File: src/tehalloc_pkg.sv
// Shared types, codes and constants of the two-ended audio RAM allocator.
`timescale 1ns / 1ps
`default_nettype none
package tehalloc_pkg;

    localparam int CUR_W  = 25;
    localparam int LEN_W  = 24;
    localparam int PTR_W  = 8;
    localparam int FUNC_W = 3;
    localparam int ST_W   = 3;
    localparam int STEP_W = 5;

    localparam logic [PTR_W-1:0] NIL          = 8'hFF;
    localparam logic [CUR_W-1:0] ZERO_AREA    = 25'd1280;
    localparam logic [CUR_W-1:0] ALIGN_MASK   = 25'd31;
    localparam logic [CUR_W-1:0] REGION_RESET = 25'd8421376;

    // Request kinds.
    localparam logic [FUNC_W-1:0] FN_STORE  = 3'd0;
    localparam logic [FUNC_W-1:0] FN_REMOVE = 3'd1;
    localparam logic [FUNC_W-1:0] FN_ALLOC  = 3'd2;
    localparam logic [FUNC_W-1:0] FN_FREE   = 3'd3;
    localparam logic [FUNC_W-1:0] FN_QUERY  = 3'd4;

    // Result status codes.
    localparam logic [ST_W-1:0] ST_OK       = 3'd0;
    localparam logic [ST_W-1:0] ST_NO_ROOM  = 3'd1;
    localparam logic [ST_W-1:0] ST_UNDERFLOW = 3'd2;
    localparam logic [ST_W-1:0] ST_MISMATCH = 3'd3;
    localparam logic [ST_W-1:0] ST_BAD_SLOT = 3'd4;

    // Sequencer steps, shared by controller and datapath.
    localparam logic [STEP_W-1:0] S_INIT   = 5'd0;
    localparam logic [STEP_W-1:0] S_IDLE   = 5'd1;
    localparam logic [STEP_W-1:0] S_DISP   = 5'd2;
    localparam logic [STEP_W-1:0] S_Q_RD   = 5'd3;
    localparam logic [STEP_W-1:0] S_Q_CK   = 5'd4;
    localparam logic [STEP_W-1:0] S_F_RD   = 5'd5;
    localparam logic [STEP_W-1:0] S_F_CK   = 5'd6;
    localparam logic [STEP_W-1:0] S_F_UNL  = 5'd7;
    localparam logic [STEP_W-1:0] S_F_PUSH = 5'd8;
    localparam logic [STEP_W-1:0] S_M_RD   = 5'd9;
    localparam logic [STEP_W-1:0] S_M_CK   = 5'd10;
    localparam logic [STEP_W-1:0] S_W_RD   = 5'd11;
    localparam logic [STEP_W-1:0] S_W_CK   = 5'd12;
    localparam logic [STEP_W-1:0] S_W_LNK  = 5'd13;
    localparam logic [STEP_W-1:0] S_W_PUSH = 5'd14;
    localparam logic [STEP_W-1:0] S_W_END  = 5'd15;
    localparam logic [STEP_W-1:0] S_A_RD   = 5'd16;
    localparam logic [STEP_W-1:0] S_A_CK   = 5'd17;
    localparam logic [STEP_W-1:0] S_A_DEC  = 5'd18;
    localparam logic [STEP_W-1:0] S_A_LNK  = 5'd19;
    localparam logic [STEP_W-1:0] S_A_PUSH = 5'd20;
    localparam logic [STEP_W-1:0] S_A_IRD  = 5'd21;
    localparam logic [STEP_W-1:0] S_A_ICK  = 5'd22;
    localparam logic [STEP_W-1:0] S_DONE   = 5'd23;

    typedef struct packed {
        logic [STEP_W-1:0] step;
        logic              accept;
    } tehalloc_cmd_t;

    typedef struct packed {
        logic [FUNC_W-1:0] func;
        logic              id_bad;
        logic              cur_nil;
        logic              hit;
        logic              prev_nil;
        logic              at_cursor;
        logic              remove;
        logic              exact;
        logic              best_nil;
        logic              best_prev_nil;
        logic              no_room;
        logic              init_last;
        logic              out_free;
    } tehalloc_stat_t;

endpackage
`default_nettype wire

File: src/tehalloc_ctrl.sv
// Sequencer state machine of the allocator.
`timescale 1ns / 1ps
`default_nettype none
module tehalloc_ctrl (
    input  wire logic                         aclk,
    input  wire logic                         aresetn,
    input  wire logic                         s_tvalid,
    output logic                              s_tready,
    input  wire logic                         cfg_we,
    input  wire tehalloc_pkg::tehalloc_stat_t stat,
    output tehalloc_pkg::tehalloc_cmd_t       cmd
);
    import tehalloc_pkg::*;

    logic [STEP_W-1:0] state_reg;
    logic [STEP_W-1:0] state_next;

    assign s_tready   = (state_reg == S_IDLE) && !cfg_we;
    assign cmd.step   = state_reg;
    assign cmd.accept = s_tvalid && s_tready;

    always_comb begin
        state_next = state_reg;
        case (state_reg)
            S_INIT:   if (stat.init_last) state_next = S_IDLE;
            S_IDLE:   if (cmd.accept) state_next = S_DISP;
            S_DISP: begin
                case (stat.func)
                    FN_ALLOC: state_next = S_A_RD;
                    FN_FREE:  state_next = stat.id_bad ? S_DONE : S_F_RD;
                    FN_QUERY: state_next = stat.id_bad ? S_DONE : S_Q_RD;
                    default:  state_next = S_DONE;
                endcase
            end
            S_Q_RD:   state_next = stat.cur_nil ? S_DONE : S_Q_CK;
            S_Q_CK:   state_next = stat.hit ? S_DONE : S_Q_RD;
            S_F_RD:   state_next = stat.cur_nil ? S_DONE : S_F_CK;
            S_F_CK: begin
                if (stat.hit) begin
                    state_next = stat.prev_nil ? S_F_PUSH : S_F_UNL;
                end else begin
                    state_next = S_F_RD;
                end
            end
            S_F_UNL:  state_next = S_F_PUSH;
            S_F_PUSH: state_next = stat.at_cursor ? S_M_RD : S_DONE;
            S_M_RD:   state_next = stat.cur_nil ? S_W_RD : S_M_CK;
            S_M_CK:   state_next = S_M_RD;
            S_W_RD:   state_next = stat.cur_nil ? S_W_END : S_W_CK;
            S_W_CK: begin
                if (stat.remove) begin
                    state_next = stat.prev_nil ? S_W_PUSH : S_W_LNK;
                end else begin
                    state_next = S_W_RD;
                end
            end
            S_W_LNK:  state_next = S_W_PUSH;
            S_W_PUSH: state_next = S_W_RD;
            S_W_END:  state_next = S_DONE;
            S_A_RD:   state_next = stat.cur_nil ? S_A_DEC : S_A_CK;
            S_A_CK:   state_next = stat.exact ? S_A_DEC : S_A_RD;
            S_A_DEC: begin
                if (!stat.best_nil) begin
                    state_next = stat.best_prev_nil ? S_A_PUSH : S_A_LNK;
                end else begin
                    state_next = stat.no_room ? S_DONE : S_A_IRD;
                end
            end
            S_A_LNK:  state_next = S_A_PUSH;
            S_A_PUSH: state_next = S_DONE;
            S_A_IRD:  state_next = S_A_ICK;
            S_A_ICK:  state_next = S_DONE;
            S_DONE:   if (stat.out_free) state_next = S_IDLE;
            default:  state_next = S_INIT;
        endcase
        if (cfg_we) begin
            state_next = S_INIT;
        end
    end

    always_ff @(posedge aclk) begin
        if (!aresetn) begin
            state_reg <= S_INIT;
        end else begin
            state_reg <= state_next;
        end
    end

    a_done_to_idle: assert property (@(posedge aclk) disable iff (!aresetn)
        state_reg == S_DONE && stat.out_free && !cfg_we |=> state_reg == S_IDLE)
        else $error("finished request did not return to idle");
    a_accept_disp: assert property (@(posedge aclk) disable iff (!aresetn)
        s_tvalid && s_tready |=> state_reg == S_DISP)
        else $error("accepted request not dispatched");
    a_ready_idle: assert property (@(posedge aclk) disable iff (!aresetn)
        s_tready |-> state_reg == S_IDLE)
        else $error("ready outside the idle state");
endmodule
`default_nettype wire

File: config.mk
export PLATFORM = sky130hd
export DESIGN_NAME = tehalloc_ctrl
export DESIGN_NICKNAME = d
export VERILOG_FILES = /design/src/tehalloc_pkg.sv /design/src/tehalloc_ctrl.sv
export SDC_FILE = /design/constraint.sdc
export NUM_CORES = 1
export LEC_CHECK = 0
export BUFFER_PORTS_ARGS = -buffer_cell sky130_fd_sc_hd__buf_2
export CORE_UTILIZATION = 50
export DETAILED_ROUTE_END_ITERATION = 6
export PLACE_DENSITY = 0.79
export REMOVE_ABC_BUFFERS = 1
export SYNTH_ARGS = -nofsm -noshare
export SYNTH_HDL_FRONTEND = slang
export SYNTH_SLANG_ARGS = --single-unit
File: constraint.sdc
create_clock -name aclk -period 1.95 [get_ports aclk]
set_clock_uncertainty 0.1 [all_clocks]
set_input_delay 0.195 -clock aclk [delete_from_list [all_inputs] [get_ports aclk]]
set_output_delay 0.195 -clock aclk [all_outputs]
set_load 0.01 [all_outputs]
* Yosys cells after proc, flatten, opt, wreduce, memory -nomap -nowiden *
Cells that the tools add are included.

storage, ports and cells
  bits in registers = 5
  input bits = 19
  output and inout bits = 7
  word-level logic and storage cells = 60

cells by class
  equal/unequal tests = 29
  mux-type cells = 22
  bitwise operators = 1
  reductions and logical operators = 7

operators with widths
  kind                                           count
  case mux 5 bit (22 select lines)               1
  two-way mux 5 bit                              9
  == test 5 x 4 -> 1 bit, second input constant  8
  == test 5 bit, second input constant           8
  == test 5 x 3 -> 1 bit, second input constant  4
  case mux 5 bit (3 select lines)                1
  == test 5 x 2 -> 1 bit, second input constant  2
  two-way mux 2 bit                              5
  two-way mux 3 bit                              3
  two-way mux 4 bit                              2
  == test 3 x 2 -> 1 bit, second input constant  2
  != test 2 bit, second input constant           3
  == test 5 x 1 -> 1 bit, second input constant  1
  zero test 5 bit                                1
  == test 3 bit, second input constant           1
  AND reduction 3 bit                            1
  OR reduction 3 bit                             1
  logical AND 1 bit                              2
  OR reduction 2 bit                             1
  zero test 1 bit                                1
  two-way mux 1 bit                              1
  inverter 1 bit                                 1

* Longest topological paths before layout *
Gate-level depths: netlist of the first run.

  depth in word-level cells = 5
  depth in mapped cells = 7
  gate-level depth less buffers = 5

* Worst setup path before layout of the first run *
OpenSTA, ideal clock, no wires.

  kind = register -> register
  from = reg state_reg[0]
  to = reg state_reg[0]
  library setup time = 132 ps
  data arrival time = 1429 ps
  data required time = 1718 ps
  path slack = 289 ps
  stages on the path, launching flop included = 7
  buffers on the path = 1
  clock period less this slack = 1661 ps
  path through = dfxtp_1 -> buf_4 -> nor2_1 -> and3_1 -> nand4b_1 -> a2111oi_4 -> o32ai_2

between the ends
  word-level cells in the longest chain between the ends = 5
  elaborated cells between the ends (all ways) = 32
  classes of those cells = eq/ne: 26; mux: 1; reduce/logical: 5

ends and longest elaborated chain
  what                                                                                      line                 text
  start, declared                                                                           tehalloc_ctrl.sv:15  logic [STEP_W-1:0] state_reg;
  start signal, assigned                                                                    tehalloc_ctrl.sv:85  state_reg <= state_next;
  parallel branches: the longest is 5 deep, another holds case mux 5 bit (22 select lines)  n/a

Several ways; the timed one is not identified.
A chain may end at the register's enable or synchronous reset.

* Worst setup path in the final report of the first run *
  from = reg state_reg[4]
  to = reg state_reg[1]

The elaborated chain is that of the path after synthesis.

==> flow_summary.json, run 1 <==
{
  "status": "completed",
  "timing.rr.end": "state_reg[1]",
  "swShare": 0.323,
  "tightest_slew_ns": 0.461,
  "yosysTopAreaCellShare": 0.119,
  "highest_layer": "met3",
  "grt_max_degree": 13,
  "crit_path_top_delay_cell": "dfxtp_1",
  "power_switching_mw": 0.111,
  "fin_setup_tns_ns": 0,
  "arrival_ns": 1.89,
  "cts-root-buf": "clkbuf_4",
  "clkPwrFrac": 0.351,
  "startpoint_type": "flip-flop",
  "syn-instance-count": 122,
  "setup_violations": 0,
  "synthesis.area_sq_um": 841,
  "worstHoldStart": "stat[11]",
  "seqPwrFrac": 0.328,
  "ant_nets": 0,
  "dieArea_sq_mm": 0.00185,
  "yosysWarningCount": 0,
  "synth_area_leaders": "dfxtp_1 (12%), nor2_1 (5.8%), nand2_1 (5.4%), a21oi_1 (4.8%), o21ai_0 (4.8%)",
  "yosys.area.top_type": "dfxtp_1",
  "cp_max_fo": 12,
  "nets": 173,
  "hold-path-endpoint": "state_reg[4]",
  "max_stage_delay_ns": 0.42,
  "timing.fmax_ghz": 0.548,
  "drc_errors": 0,
  "post_drt_via_cell_ratio": 6.43,
  "multiInputGateArea_sq_um": 677,
  "fin_crit_ns": 1.82,
  "critPathCaptureType": "flip-flop",
  "io_buffers": 25,
  "largest_register_ffs": 5,
  "yosys_register_bits": 5,
  "r2r-start": "state_reg[4]",
  "clk_path_buf_depth": 2,
  "whs_path_depth": 3,
  "drt_iter0_markers": 36,
  "hold_path.class": "in2reg",
  "ir_drop_uv": 350,
  "pwr-share-comb": 0.321,
  "die_w_um": 43.0,
  "netlist_top_cells_count": "nor2_1 (13), nand2_1 (12), a21oi_1 (8), o21ai_0 (8), a31oi_1 (6)",
  "postCtsHoldBufs": 0,
  "post_drt_wl_per_cell_um": 15.0,
  "initial_utilization": 0.545,
  "drt-met1-wl_um": 1110,
  "power.density_mw_per_mm2": 322,
  "max_slew_margin": 0.688,
  "post_cts_buffers": 0,
  "rsz0062_at_grt": "false",
  "routed_wl_um": 2540,
  "cts_tree": "yes",
  "dp.cells": 165,
  "grt_usage": 0.298,
  "syn_to_final_growth_pct": 26.6,
  "p_int_mw": 0.232,
  "synth-edff-count": 0,
  "placed_cell_area_sq_mm": 0.00102,
  "grt_pass1_vias": 1004,
  "timing.final.crit_share": 0.936,
  "insertion_delay_ns": 0.24,
  "hpwlAfterDp_um": 1950,
  "reg2reg_depth": 6,
  "stdcell_count": 169,
  "clock-sinks": 5,
  "worstPathRequired_ns": 2.02,
  "gp_congestion": 0.908,
  "dp_slack_ns": 0.138,
  "critical_path.cell_chain": "buf_4, or3_1, a21oi_1, o21ai_0, o2111a_1, a31oi_1",
  "regArea_sq_um": 103,
  "worst_slack_ns": 0.126,
  "worstSetupPathType": "reg2reg",
  "drv_slew": 0,
  "synth_top_family_by_area": "simple AND/OR/NAND/NOR gates",
  "grt.overflow.total": 0,
  "p_leak_nw": 0.429,
  "yosysMostFrequentCell": "nor2_1",
  "antenna_cells": 0,
  "seq_area_frac_synth": 0.119,
  "synth-simple-area-share": 0.417,
  "synth-compound-area-share": 0.332,
  "synthMuxAreaShare": 0.0238,
  "path_buf_inv": 1,
  "power_mw": 0.343,
  "via_count": 1087,
  "core_sq_mm": 0.00154,
  "maxCapViolations": 0,
  "drive_gt1_frac": 0.366,
  "htree_levels": 1,
  "cts_buffers": 3,
  "path_clk_slew_ns": 0.05,
  "synth_fa_ha_area_frac": 0,
  "path_delay_family": "compound AO/OA/AOI/OAI gates",
  "route.met3.wl_um": 210,
  "ys_async_sr_fraction": 0,
  "synthDistinctLibCells": 42,
  "rows": 14,
  "fillCellCount": 138,
  "dieHeight_um": 43.0,
  "ys.flop_type": "dfxtp_1",
  "regToRegSetupSlack_ns": 0.13,
  "syn_avg_cell_area_sq_um": 6.89,
  "grt_pass1_wl_um": 4300,
  "ios": 26,
  "synthXorXnorAreaFrac": 0.0104,
  "hold_violations": 0,
  "drt-pass1-iter-count": 4,
  "design_area_sq_mm": 0.00106,
  "antenna_found_initial": 0,
  "routed-wl-met2_um": 1220
}
-- power by group through the flow --
stage | logic (mW) | registers (mW) | clock network [mW]
6_report | 0.110 | 0.113 | 0.120
5_1_grt | 0.122 | 0.113 | 0.133
3_3_place_gp | 0.103 | 0.113 | 0
4_1_cts | 0.108 | 0.112 | 0.123
2_1_floorplan | 0.0552 | 0.116 | 0
3_5_place_dp | 0.107 | 0.114 | 0
-- kinds of logic (layout without fill, tap and decap cells) --
group / count (synthesis) / count (layout)
flip-flops: 5 / 5
multiplexers: 2 / 2
AO/OA/AOI/OAI: 36 / 36
buffers and inverters: 16 / 47
XOR/XNOR: 1 / 1
AND/OR/NAND/NOR: 62 / 62
-- worst min-delay path, delay by kind of cell --
family | cells | cell delay (ns)
buf+inv | 1 | 0.10
compound gates | 2 | 0.22
-- layer usage --
metal,GRT usage,vias up
li1,-,521
met1,0.403,514
met2,0.512,52
met3,0.0426,0
met4,0.0424,0
met5,0,-
-- repair_timing --
item,4_1_cts,5_1_grt
cloned,0,0
resized for setup,1,5
endpoints found under the setup margin,1,2
-- per-stage QoR --
| step | hold WS (ns) | util |
|---|---|---|
| global placement | 0.447 | 0.659 |
| finish | 0.214 | 0.691 |
| global route | 0.234 | 0.691 |
| detailed placement | 0.463 | 0.659 |
| CTS | 0.213 | 0.679 |
| floorplan | 0.319 | - |
-- how the worst max path moves through the flow --
stage,endpoint,startpoint,slack [ns],depth (start not counted)
5_1_grt,state_reg[1],state_reg[4],0.001,6
6_report,state_reg[1],state_reg[4],0.13,6
2_1_floorplan,state_reg[0],state_reg[1],0.002,5
3_5_place_dp,state_reg[0],state_reg[0],0.14,5
4_1_cts,cmd[0],state_reg[3],0.04,5
3_3_place_gp,state_reg[0],state_reg[0],0.21,5
-- cell usage in the layout, fill, tap and decap left out, types with 2 or more instances in the layout --
cell type,synthesis,routed
nor4_1,2,2
dfxtp_1,5,3
nand3_1,5,5
a21oi_1,8,8
nor2b_1,5,5
a31oi_1,6,6
mux2i_1,2,2
buf_2,3,25
o2111ai_1,3,3
dfxtp_2,0,2
nor2_1,13,12
nand2b_1,3,3
nand4_1,2,2
o21bai_1,2,2
nand3b_1,2,2
nor3b_1,5,4
nand2_1,12,12
clkbuf_4,0,3
o21ai_0,8,8
or3b_2,2,2
inv_1,5,5
buf_4,5,12
nand4b_1,3,3
-- final cells by class --
cell class	instances	area share
timing repair buffer	37	0.202
inverter	6	0.0212
multi-input combinational	101	0.636
clock inverter	1	0.00470
sequential	5	0.0964
clock buffer	3	0.0212
tap	16	0.0188
(Power assumes the default switching activity.)
==> inputs of run 2 (changes only) <==
--- a/config.mk
+++ b/config.mk
@@ -8,8 +8,10 @@
 export BUFFER_PORTS_ARGS = -buffer_cell sky130_fd_sc_hd__buf_2
 export CORE_UTILIZATION = 50
 export DETAILED_ROUTE_END_ITERATION = 6
+export GPL_ROUTABILITY_DRIVEN = 1
 export PLACE_DENSITY = 0.79
 export REMOVE_ABC_BUFFERS = 1
+export SETUP_SLACK_MARGIN = 0.4
 export SYNTH_ARGS = -nofsm -noshare
 export SYNTH_HDL_FRONTEND = slang
 export SYNTH_SLANG_ARGS = --single-unit
==> flow_summary.json, run 2 (synthesis results as in run 1) <==
{
  "htree_levels": 1,
  "post_drt_wl_per_cell_um": 18.7,
  "final_common_cell": "buf_2",
  "ir_drop_uv": 287,
  "largest_register_ffs": 5,
  "tightest_slew_ns": 0.492,
  "placed_cell_area_sq_mm": 0.00102,
  "grt_max_degree": 13,
  "rsz0062_at_grt": "true",
  "drv_slew": 0,
  "final_cell_mix": "buf_2 (25), buf_4 (17), nor2_1 (11), nand2_1 (11)",
  "hold-path-endpoint": "state_reg[4]",
  "die_w_um": 43.0,
  "cts_tree": "yes",
  "syn_to_final_growth_pct": 46.1,
  "fin_crit_ns": 1.69,
  "r2r-start": "state_reg[2]",
  "rows": 14,
  "arrival_ns": 1.71,
  "via_count": 1236,
  "setup_violations": 0,
  "timing.final.crit_share": 0.868,
  "nets": 182,
  "design_area_sq_mm": 0.00123,
  "cts_buffers": 3,
  "maxCapViolations": 0,
  "worstSetupPathType": "reg2reg",
  "worstHoldStart": "aresetn",
  "reg2reg_depth": 7,
  "cp_max_fo": 5,
  "power.density_mw_per_mm2": 294,
  "ios": 26,
  "core_sq_mm": 0.00154,
  "grt_usage": 0.318,
  "antenna_cells": 0,
  "ant_nets": 0,
  "hold_path.class": "in2reg",
  "drt_iter0_markers": 66,
  "dieHeight_um": 43.0,
  "drt-pass1-iter-count": 4,
  "post_drt_via_cell_ratio": 6.94,
  "path_clk_slew_ns": 0.05,
  "antenna_found_initial": 0,
  "postCtsHoldBufs": 0,
  "critPathCaptureType": "flip-flop",
  "startpoint_type": "flip-flop",
  "routed_wl_um": 3330,
  "fin_setup_tns_ns": 0,
  "status": "completed",
  "io_buffers": 25,
  "whs_path_depth": 3,
  "worstPathRequired_ns": 1.97,
  "timing.fmax_ghz": 0.591,
  "dieArea_sq_mm": 0.00185,
  "cts-root-buf": "clkbuf_4",
  "hpwlAfterDp_um": 1950,
  "timing.rr.end": "state_reg[0]",
  "gp_congestion": 0.908,
  "clock-sinks": 5,
  "regToRegSetupSlack_ns": 0.26,
  "grt.overflow.total": 0,
  "p_leak_nw": 0.491,
  "hold_violations": 0,
  "grt_pass1_vias": 1056,
  "max_slew_margin": 0.669,
  "drive_gt1_frac": 0.488,
  "clk_path_buf_depth": 2,
  "insertion_delay_ns": 0.24,
  "drc_errors": 0,
  "grt_pass1_wl_um": 4520,
  "initial_utilization": 0.545
}
run 2: cell count changes in the layout (fill, tap and decap cells not counted), sizes merged:
cell / previous run / this run
buf: 37 / 45
clkbuf: 3 / 4
run 2: worst max-delay path: stages, from the launching register on:
cell       delay, ns
dfxtp_4         0.38
buf_4           0.12
buf_4           0.12
inv_1           0.05
a211oi_2        0.24
nor2_2          0.08
a2111oi_4       0.36
o32ai_2         0.11
run 2: layer usage:
layer | vias to the layer above | track usage | part of all wire | wire length [um]
li1 | 542 | - | - | -
met2 | 118 | 0.521 | 0.44 | 1480
met1 | 544 | 0.429 | 0.37 | 1240
met3 | 32 | 0.0383 | 0.12 | 398
met5 | - | 0 | 0 | 0
met4 | 0 | 0.103 | 0.063 | 210
run 2: worst max path at each step:
stage                 start  cells past startpoint            to  slack [ns]
2_1_floorplan  state_reg[1]                      5  state_reg[0]       0.002
3_3_place_gp   state_reg[0]                      5  state_reg[0]        0.21
3_5_place_dp   state_reg[0]                      5  state_reg[0]        0.14
4_1_cts        state_reg[3]                      4  state_reg[0]        0.28
5_1_grt        state_reg[4]                      6  state_reg[1]        0.21
6_report       state_reg[2]                      7  state_reg[0]        0.26
run 2: area by class of cell:
class,count,area [sq um]
clock inverters,1,5.00
well taps,16,20.0
inverters,6,22.5
clock buffers,3,22.5
flip-flops and latches,5,119
repair buffers,46,292
fillers,103,313
multi-input cells,101,748
run 2: power breakdown:
part	internal [mW]	switching, mW	total (mW)	leakage (nW)
logic	0.0633	0.0706	0.134	0.429
clock network	0.0744	0.0472	0.122	0.0177
registers	0.0994	0.00674	0.106	0.0444
total	0.237	0.125	0.362	0.491
run 2: timing repair:
action / CTS / global route
gates resized for setup: 20 / 11
pin swaps: 10 / 11
setup buffers: 4 / 5
endpoints found under the setup margin: 7 / 7
run 2: stage by stage:
step / hold WS [ns] / std cells / total power [mW] / util / setup WS, ns
after floorplan: 0.319 / 112 / 0.172 / - / 0.00218
after detailed placement: 0.463 / 165 / 0.221 / 0.659 / 0.138
final: 0.215 / 178 / 0.362 / 0.797 / 0.258
after global routing: 0.240 / 178 / 0.382 / 0.797 / 0.214
after global placement: 0.447 / 165 / 0.216 / 0.659 / 0.211
after CTS: 0.207 / 173 / 0.340 / 0.735 / 0.282
==> inputs of run 3 (changes only) <==
--- a/config.mk
+++ b/config.mk
@@ -10,6 +10,7 @@
 export DETAILED_ROUTE_END_ITERATION = 6
 export GPL_ROUTABILITY_DRIVEN = 1
 export PLACE_DENSITY = 0.79
+export RECOVER_POWER = 100
 export REMOVE_ABC_BUFFERS = 1
 export SETUP_SLACK_MARGIN = 0.4
 export SYNTH_ARGS = -nofsm -noshare
==> flow_summary.json, run 3 (synthesis results as in run 1) <==
{
  "status": "completed",
  "worstSetupPathType": "reg2reg",
  "timing.rr.end": "state_reg[0]",
  "worstPathRequired_ns": 1.97,
  "largest_register_ffs": 5,
  "post_drt_wl_per_cell_um": 18.8,
  "cts_buffers": 3,
  "final_common_cell": "buf_2",
  "ant_nets": 0,
  "dieHeight_um": 43.0,
  "regToRegSetupSlack_ns": 0.10,
  "critPathCaptureType": "flip-flop",
  "arrival_ns": 1.86,
  "initial_utilization": 0.545,
  "syn_to_final_growth_pct": 44.2,
  "worst_slack_ns": 0.105,
  "ios": 26,
  "tightest_slew_ns": 0.488,
  "grt_pass1_wl_um": 4520,
  "ir_drop_uv": 287,
  "setup_violations": 0,
  "drc_errors": 0,
  "insertion_delay_ns": 0.24,
  "grt_pass1_vias": 1056,
  "power.density_mw_per_mm2": 299,
  "cp_max_fo": 5,
  "drt-pass1-iter-count": 4,
  "htree_levels": 1,
  "dieArea_sq_mm": 0.00185,
  "seqPwrFrac": 0.296,
  "startpoint_type": "flip-flop",
  "rsz0062_at_grt": "true",
  "whs_path_depth": 3,
  "grt.overflow.total": 0,
  "drv_slew": 0,
  "fin_setup_tns_ns": 0,
  "r2r-start": "state_reg[2]",
  "hold-path-endpoint": "state_reg[4]",
  "fin_hold_ws_ns": 0.220,
  "io_buffers": 25,
  "worstHoldStart": "stat[11]",
  "clkPwrFrac": 0.334,
  "power_switching_mw": 0.124,
  "clock-sinks": 5,
  "timing.final.crit_share": 0.946,
  "die_w_um": 43.0,
  "pwr-share-comb": 0.369,
  "dp_slack_ns": 0.138,
  "grt_usage": 0.318,
  "grt_max_degree": 13,
  "cts-root-buf": "clkbuf_4",
  "hold_violations": 0,
  "via_count": 1229,
  "core_sq_mm": 0.00154,
  "design_area_sq_mm": 0.00121,
  "placed_cell_area_sq_mm": 0.00102,
  "swShare": 0.343,
  "hpwlAfterDp_um": 1950,
  "reg2reg_depth": 7,
  "nets": 182,
  "post_drt_via_cell_ratio": 6.90,
  "antenna_cells": 0,
  "routed_wl_um": 3350,
  "drt_iter0_markers": 62,
  "power_mw": 0.362,
  "timing.fmax_ghz": 0.542,
  "postCtsHoldBufs": 0,
  "hold_path.class": "in2reg",
  "clk_path_buf_depth": 2,
  "gp_congestion": 0.908,
  "antenna_found_initial": 0,
  "cts_tree": "yes",
  "path_clk_slew_ns": 0.05,
  "max_slew_margin": 0.671,
  "rows": 14,
  "fin_crit_ns": 1.85,
  "drive_gt1_frac": 0.463,
  "p_int_mw": 0.238,
  "maxCapViolations": 0,
  "p_leak_nw": 0.475,
  "final_cell_mix": "buf_2 (24), buf_4 (16), nor2_1 (11), nand2_1 (11)"
}
run 3: cell type report:
| class | count | area [sq um] |
|---|---|---|
| clock buffer | 3 | 22.5 |
| sequential | 5 | 115 |
| fill | 110 | 329 |
| clock inverter | 1 | 5.00 |
| timing repair buffer | 46 | 287 |
| multi-input combinational | 101 | 741 |
| inverter | 6 | 22.5 |
| tap | 16 | 20.0 |
run 3: metrics by stage:
step	instances	utilization
3_5_place_dp	165	0.659
4_1_cts	173	0.735
6_report	178	0.787
3_3_place_gp	165	0.659
2_1_floorplan	112	-
5_1_grt	178	0.787
run 3: power by group through the flow:
stage / sequential, mW / clock, mW / combinational [mW]
floorplan: 0.116 / 0 / 0.0552
global placement: 0.113 / 0 / 0.103
detailed placement: 0.114 / 0 / 0.107
CTS: 0.106 / 0.123 / 0.111
global route: 0.107 / 0.134 / 0.142
finish: 0.107 / 0.121 / 0.134
run 3: what timing repair did:
action,CTS,global route
pin swaps,10,11
setup buffers,4,5
resized for setup,20,11
endpoints found under the setup margin,7,7
run 3: worst max path at each step:
stage                     slack, ns    startpoint           end  cells after the start
after global routing            0.1  state_reg[2]  state_reg[0]                      7
after global placement         0.21  state_reg[0]  state_reg[0]                      5
after floorplan               0.002  state_reg[1]  state_reg[0]                      5
after detailed placement       0.14  state_reg[0]  state_reg[0]                      5
final                          0.10  state_reg[2]  state_reg[0]                      7
after CTS                      0.28  state_reg[3]  state_reg[0]                      4
run 3: layer usage:
layer  global-route usage  vias up  wire length, um
li1                     -      541                -
met1                0.429      544             1240
met2                0.521      118             1500
met3               0.0383       26              431
met4                0.103        0              184
met5                    0        -                0
run 3: worst max-delay path: stages (launching register included):
cell and delay [ns]:
dfxtp_1 0.47, buf_4 0.17, buf_4 0.12, inv_1 0.06, a211oi_2 0.25, nor2_2 0.08
a2111oi_4 0.37, o32ai_2 0.11
